## src/hw/rtl/tbw_pkg.sv

```systemverilog
// shared widths, item types and weight saturation for the barycentric weight block
package tbw_pkg;

    // fixed point formats
    localparam int COORD_FRAC_BITS  = 4;
    localparam int WEIGHT_FRAC_BITS = 14;

    // field widths
    localparam int CW  = 16;           // coordinate
    localparam int TW  = 16;           // threshold register
    localparam int WW  = 18;           // weight
    localparam int EW  = CW + 1;       // edge difference
    localparam int PW  = 2 * EW;       // product of two differences
    localparam int XW  = PW + 1;       // cross product term
    localparam int AW  = XW + 2;       // numerator of weight a
    localparam int NMW = AW;           // numerator magnitude
    localparam int DMW = XW;           // denominator magnitude
    localparam int DW  = DMW + 1;      // doubled denominator
    localparam int QW  = WW;           // quotient bits kept

    // remainder width of the long division
    localparam int NW  = NMW + WEIGHT_FRAC_BITS + 2;
    localparam int RW  = ((NW > DW + QW) ? NW : DW + QW) + 1;

    // saturation limits and the unit weight
    localparam logic [QW-1:0] W_MAX_MAG = QW'((64'd1 << (WW - 1)) - 64'd1);
    localparam logic [QW-1:0] W_MIN_MAG = QW'(64'd1 << (WW - 1));
    localparam logic [63:0]   ONE64     = 64'd1 << WEIGHT_FRAC_BITS;
    localparam logic          ONE_OVF   = (ONE64 >= (64'd1 << QW));
    localparam logic [QW-1:0] ONE_Q     = ONE64[QW-1:0];

    // classified item handed from front to back
    typedef struct packed {
        logic [NMW-1:0] num_a;
        logic [NMW-1:0] num_b;
        logic [NMW-1:0] num_c;
        logic [DMW-1:0] den;
        logic           neg_a;
        logic           neg_b;
        logic           neg_c;
        logic           degen;
    } tbw_item_t;

    // one weight in the divider
    typedef struct packed {
        logic [RW-1:0] rem;
        logic [QW-1:0] quo;
        logic          ovf;
        logic          neg;
    } tbw_lane_t;

    // one divider stage
    typedef struct packed {
        tbw_lane_t [2:0] lane;
        logic [DW-1:0]   den2;
        logic            degen;
    } tbw_stage_t;

    typedef struct packed {
        logic [WW-1:0] w;
        logic          sat;
    } tbw_weight_t;

    // sign and clamp a quotient magnitude
    function automatic tbw_weight_t sat_weight(input logic [QW-1:0] q, input logic ovf,
                                               input logic neg);
        tbw_weight_t res;
        res.sat = 1'b0;
        res.w   = '0;
        if (!neg) begin
            if (ovf || (q > W_MAX_MAG)) begin
                res.sat = 1'b1;
                res.w   = WW'(W_MAX_MAG);
            end else begin
                res.w   = WW'(q);
            end
        end else begin
            if (ovf || (q > W_MIN_MAG)) begin
                res.sat = 1'b1;
                res.w   = WW'(W_MIN_MAG);
            end else begin
                res.w   = WW'(-q);
            end
        end
        return res;
    endfunction

endpackage

```

## src/hw/rtl/tbw_fifo.sv

```systemverilog
// short item queue between front and back
module tbw_fifo
    import tbw_pkg::*;
(
    input  logic      aclk,
    input  logic      aresetn,
    input  logic      wr_valid,
    output logic      wr_ready,
    input  tbw_item_t wr_item,
    output logic      rd_valid,
    input  logic      rd_ready,
    output tbw_item_t rd_item
);

    localparam int DEPTH = 4;
    localparam int AB    = $clog2(DEPTH);

    tbw_item_t      mem_reg [DEPTH];
    logic [AB-1:0]  wptr_reg, rptr_reg;
    logic [AB:0]    cnt_reg;
    logic           push, pop;

    assign wr_ready = (cnt_reg != (AB + 1)'(DEPTH));
    assign rd_valid = (cnt_reg != '0);
    assign rd_item  = mem_reg[rptr_reg];
    assign push     = wr_valid && wr_ready;
    assign pop      = rd_valid && rd_ready;

    // pointers and fill count
    always_ff @(posedge aclk) begin
        if (!aresetn) begin
            wptr_reg <= '0;
            rptr_reg <= '0;
            cnt_reg  <= '0;
        end else begin
            if (push) wptr_reg <= wptr_reg + 1'b1;
            if (pop)  rptr_reg <= rptr_reg + 1'b1;
            if (push && !pop) cnt_reg <= cnt_reg + 1'b1;
            else if (pop && !push) cnt_reg <= cnt_reg - 1'b1;
        end
    end

    // storage
    always_ff @(posedge aclk) begin
        if (push) mem_reg[wptr_reg] <= wr_item;
    end

endmodule

```

## config.mk

```make
export PLATFORM = sky130hd
export DESIGN_NAME = tbw_fifo
export DESIGN_NICKNAME = d
export VERILOG_FILES = /design/src/hw/rtl/tbw_pkg.sv /design/src/hw/rtl/tbw_fifo.sv
export SDC_FILE = /design/constraint.sdc
export NUM_CORES = 1
export LEC_CHECK = 0
export ABC_CLOCK_PERIOD_IN_PS = 7550
export BUFFER_PORTS_ARGS = -buffer_cell sky130_fd_sc_hd__buf_2
export CORE_ASPECT_RATIO = 1.5
export CORE_MARGIN = 2
export CORE_UTILIZATION = 59
export CTS_BUF_LIST = sky130_fd_sc_hd__clkbuf_4 sky130_fd_sc_hd__clkbuf_8
export DETAILED_ROUTE_END_ITERATION = 7
export HOLD_SLACK_MARGIN = 0.1
export PLACE_DENSITY = 0.91
export REMOVE_ABC_BUFFERS = 1
export SLEW_MARGIN = 20
export SYNTH_ARGS = -nofsm -noshare
export SYNTH_HDL_FRONTEND = slang
export SYNTH_SLANG_ARGS = --single-unit
```

## constraint.sdc

```tcl
create_clock -name aclk -period 7.55 [get_ports aclk]
set_input_delay 1.51 -clock aclk [delete_from_list [all_inputs] [get_ports aclk]]
set_output_delay 1.51 -clock aclk [all_outputs]
set_load 0.005 [all_outputs]
```

Word level (Yosys, flattened, before mapping)
Memory sizes are Yosys's and may differ from the RTL's. A register that Yosys moved wholly into a read port is not among the register bits. Index checks and enable logic that the tools add are counted.

Register bits: 7. RAM bits: 600. Input port bits: 154. Memories: 1.

$add $sub $neg: 4. Equality and inequality tests: 1. Mux-type cells: 6. Reduce and logical (&&, ||, !) cells: 8.

Memories: mem_reg (words 4, width 150, rd ports 1, clocked after memory_dff 1, write ports 1, RTL line tbw_fifo.sv:18) `tbw_item_t mem_reg [DEPTH];`.

Operator list (count): 3-bit 2-to-1 mux (2); 2-bit by 1-bit adder with 2-bit output (second input constant) (2); 1-bit logical AND (4); 2-bit 2-to-1 mux (2); 3-bit by 1-bit adder with 3-bit output (second input constant) (1); 3-bit inequality test (second input constant) (1); 3-bit nonzero test (1); 3-bit by 1-bit subtractor with 3-bit output (second input constant) (1); 1-bit zero test (2); 1-bit 2-to-1 mux (2); 2-bit nonzero test (1).

Depth between registers and ports, before layout
Depth after elaboration: 6. Mapped depth: 8.

Worst setup path before layout
No wires, ideal clock.

Path kind: input port to flip-flop. From: in wr_valid. To: mem mem_reg[0][0] (netlist bit) (enable). Setup time: 0.528 ns. Arrival: 5.265 ns. Required time: 7.022 ns. Slack: 1.757 ns. Stages on the path: 2. Path buffers: 0. Path through: a21boi_2 > and2_1.

Cells in the longest elaborated chain, start to end: 3.

Ends and longest elaborated chain: from (decl) (RTL line tbw_fifo.sv:7) `input logic wr_valid,`; 1-bit logical AND (RTL line tbw_fifo.sv:26) `assign push = wr_valid && wr_ready;`; 1-bit 2-to-1 mux (RTL line tbw_fifo.sv:45) `if (push) mem_reg[wptr_reg] <= wr_item;`; 1-bit 2-to-1 mux (not written as such) (RTL line tbw_fifo.sv:45); to (decl) (RTL line tbw_fifo.sv:18).

No other way between the ends.

==> impl_table.tex <==
\begin{tabular}{lr}
\hline
Metric & Value \\
\hline
\multicolumn{2}{l}{\textbf{Layout}} \\
\quad NumNets Final & 1357 \\
\quad Final Instance Area & 26000 um\^{}2 \\
\quad Largest register FFs & 600 \\
\quad Area growth from synthesis to layout & 17.5\% \\
\quad Multi-input gate area in the final layout & 3670 um\^{}2 \\
\quad Share of cells above drive strength 1 & 47.9\% \\
\quad FF/Latch Area & 18200 um\^{}2 \\
\quad Non-filler cells, final & 1762 \\
\quad Fillers & 2156 \\
\quad Utilization after layout & 70.6\% \\
\multicolumn{2}{l}{\textbf{CTS}} \\
\quad Total number of clock tree sinks & 609 \\
\quad Max H-tree Level & 3 \\
\quad Bufs on Longest Clock Path & 3 \\
\quad Clock root buffer master & clkbuf\_8 \\
\quad TritonCTS buffer count & 85 \\
\quad TritonCTS clock tree & done \\
\quad Clk Latency, worst-skew pair & 0.63 ns \\
\quad Total of hold buffers inserted after clock tree synthesis & 0 \\
\quad Clock-pin slew reported for the worst setup and hold paths after clock tree synthesis & 0.07 ns \\
\quad Number of gates given a new drive strength after cts & 0 \\
\quad Postcts setup bufs & 0 \\
\multicolumn{2}{l}{\textbf{Critical path}} \\
\quad Terminus of the critical flop-to-flop path & mem\_reg[3][74] \\
\quad Cell depth of the worst flop-to-flop path & 4 \\
\quad Worst EP arrival & 3.13 ns \\
\quad Endpoint required time on the critical path & 6.04 ns \\
\quad Crit path capture type & output port \\
\quad Critical path class & reg -> out \\
\quad FF-to-FF setup slack & 4.72 ns \\
\quad Worst flop-to-flop path startpoint & cnt\_reg[0] \\
\quad Cell at the slowest stage of the critical path & dfxtp\_4 \\
\quad Cells traversed along the worst timing path & buf\_4, mux4\_2, buf\_2 \\
\quad Nature of the critical path startpoint & flop \\
\quad Critical path peak fanout & 64 \\
\quad Highest cell delay on the worst timing path & 0.99 ns \\
\multicolumn{2}{l}{\textbf{Power and ir drop}} \\
\quad Static Leak & 8.70 nW \\
\quad Portion of total power attributed to sequential cells & 49.2\% \\
\quad Proportion of power drawn by combinational gates & 20.6\% \\
\quad Internal portion of total power & 6.53 mW \\
\quad Clock power share & 30.2\% \\
\quad Overall Power & 8.71 mW \\
\quad Power dissipated by switching net loads & 2.18 mW \\
\quad Switching part of the total power & 25.1\% \\
\quad Worst vdd rail ir drop & 237 uV \\
\quad Power density over the cells & 335 nW/um\^{}2 \\
\multicolumn{2}{l}{\textbf{Logic synthesis}} \\
\quad Top cell types by occurrence after synthesis & edfxtp\_1, mux4\_2, buf\_2 \\
\quad Most repeated cell in the gate-level netlist after synthesis & edfxtp\_1 \\
\quad Sequential-to-total area share from yosys stat & 82.3\% \\
\quad Yosys cell types & 22 \\
\quad Library cell occupying the most area in the post-synthesis netlist & edfxtp\_1 \\
\quad Top cells by area in the synthesized netlist & edfxtp\_1, mux4\_2, dfxtp\_1 \\
\quad Number of warning messages in the yosys log & 0 \\
\quad Total of flip-flops plus latches after synthesis & 609 \\
\quad Mean post-synth cell area & 26.6 um\^{}2 \\
\quad Post-synthesis cell count & 832 \\
\quad Number of synthesized flops with an enable pin & 600 \\
\quad Post-synth design cell area & 22100 um\^{}2 \\
\quad Predominant post-synthesis flop cell & edfxtp\_1 \\
\quad Post-synth top area share & 81.5\% \\
\quad Fraction of registers with async set or reset after synthesis & 0\% \\
\multicolumn{2}{l}{\textbf{Floorplanning}} \\
\quad Height of the chip & 241 um \\
\quad Starting utilization of the core area & 60.1\% \\
\quad Area of the core & 36800 um\^{}2 \\
\quad Full die area & 39100 um\^{}2 \\
\quad Site Rows & 86 \\
\quad I/O pin count & 306 \\
\quad Die X-Extent & 162 um \\
\multicolumn{2}{l}{\textbf{STA}} \\
\quad Setup violations, final & 0 \\
\quad Hold Worst Slack & 0.506 ns \\
\quad Setup repair after global routing missed its margin & false \\
\quad Fmax achieved & 0.216 GHz \\
\quad Total count of max-transition violations in the final report & 0 \\
\quad Period minus WS final & 4.64 ns \\
\quad Headroom to the max-slew limit & 31.0\% \\
\quad Worst clock skew & 0.0241 ns \\
\quad Number of hold-slack violations in the final timing report & 0 \\
\quad Pin slew with the least headroom to its limit & 1.04 ns \\
\quad Worst setup slack after layout & 2.91 ns \\
\quad Final period utilization & 61.4\% \\
\quad Setup Total Neg Slack & 0 ns \\
\multicolumn{2}{l}{\textbf{Place}} \\
\quad Weighted congestion at the end of routability-driven global placement & 0.764 \\
\quad Placement-stage cell area & 24100 um\^{}2 \\
\quad Minimum setup slack after placement & 3.54 ns \\
\quad Post-detailed-placement half-perimeter wirelength & 26300 um \\
\quad Cells after DPL & 1594 \\
\quad IO Port Bufs & 305 \\
\multicolumn{2}{l}{\textbf{Drt}} \\
\quad Count of unresolved DRC violations after routing & 0 \\
\quad DR iter-0 viols & 780 \\
\quad Average vias per placed instance & 5.77 \\
\quad Total length of routed wires & 43600 um \\
\quad Antenna violation net count after detailed routing & 0 \\
\quad Number of iterations in the first detailed-routing pass & 4 \\
\quad Via count of the routed design & 10175 \\
\quad Final routed wire length divided by cell count & 24.7 um \\
\multicolumn{2}{l}{\textbf{Global routing}} \\
\quad Wire length of the first global-routing pass & 64000 um \\
\quad Vias in the first global route & 10812 \\
\quad Combined global-route utilization of all metal layers & 22.5\% \\
\quad Initial antenna violation count & 14 \\
\quad Total congestion overflow after global routing & 0 \\
\quad Maximum number of pins on one net before global-route repair & 87 \\
\multicolumn{2}{l}{\textbf{Hold path}} \\
\quad Min-Delay Path Class & reg -> reg \\
\quad Worst Hold Path EP & wptr\_reg[1] \\
\quad Start point of the worst min-delay path & wptr\_reg[1] \\
\quad WHS Path Cells & 2 \\
\multicolumn{2}{l}{\textbf{Run}} \\
\quad Number of max-cap violations & 0 \\
\multicolumn{2}{l}{\textbf{Run status}} \\
\quad Outcome & finished clean \\
\hline
\end{tabular}
-- final cells by class --
type	count	area share [%]
Sequential cell	609	70.1
Multi-Input combinational cell	185	14.1
Timing Repair Buffer	313	6.35
Clock buffer	117	5.57
Tap cell	484	2.33
Clock inverter	38	1.36
Antenna cell	13	0.125
Inverter	3	0.0434
-- critical path, delay by kind of cell, from the launching register on --
family,cells,cell delay [ns]
multiplexers,1,0.45
flip-flops,1,0.99
buffers and inverters,2,1.00
-- layout by cell type, fill, tap and decap left out, types with 3 or more instances in the layout --
master       n
and2_4       4
inv_1        3
mux4_2     150
mux2i_1      3
nand2_1      5
diode_2     13
dfxtp_1      7
and2_1       4
xnor2_1      3
buf_2      305
clkinv_2     8
edfxtp_1   600
clkinv_1    19
bufinv_16    7
clkbuf_8    91
clkbuf_4    26
buf_4        3
ha_1         5
buf_12       5
-- how the worst max path moves through the flow --
stage / depth (start not counted) / endpoint / slack (ns) / start
after floorplan: 1 / rd_item[0] / -0.80 / flop
after global placement: 3 / rd_item[52] / 3.53 / flop
after detailed placement: 3 / rd_item[52] / 3.54 / flop
after CTS: 3 / rd_item[52] / 2.82 / flop
after global routing: 3 / rd_item[94] / 2.76 / flop
final: 3 / rd_item[70] / 2.91 / flop
-- metal layers --
metal	GRT usage (%)	wire length [um]	vias to the layer above
li1	-	-	4362
met1	26.7	15100	5263
met2	39.4	23900	446
met3	5.53	2950	98
met4	9.81	1550	6
met5	0	35	-
-- power groups by stage --
stage	combinational (mW)	sequential [mW]	clock, mW
after floorplan	1.12	4.47	0
after global placement	1.78	4.33	0
after detailed placement	1.82	4.36	0
after CTS	1.84	4.29	2.69
after global routing	1.92	4.32	2.81
final	1.79	4.28	2.63
-- logic make-up after synthesis --
| family | share of synthesized area (%) |
|---|---|
| compound gates | 0.181 |
| xor+xnor | 0.159 |
| fa+ha+maj | 0.374 |
| buf+inv | 1.12 |
| flops | 82.3 |
| mux | 15.4 |
| simple gates | 0.413 |
Power figures use the tool's default switching activity.
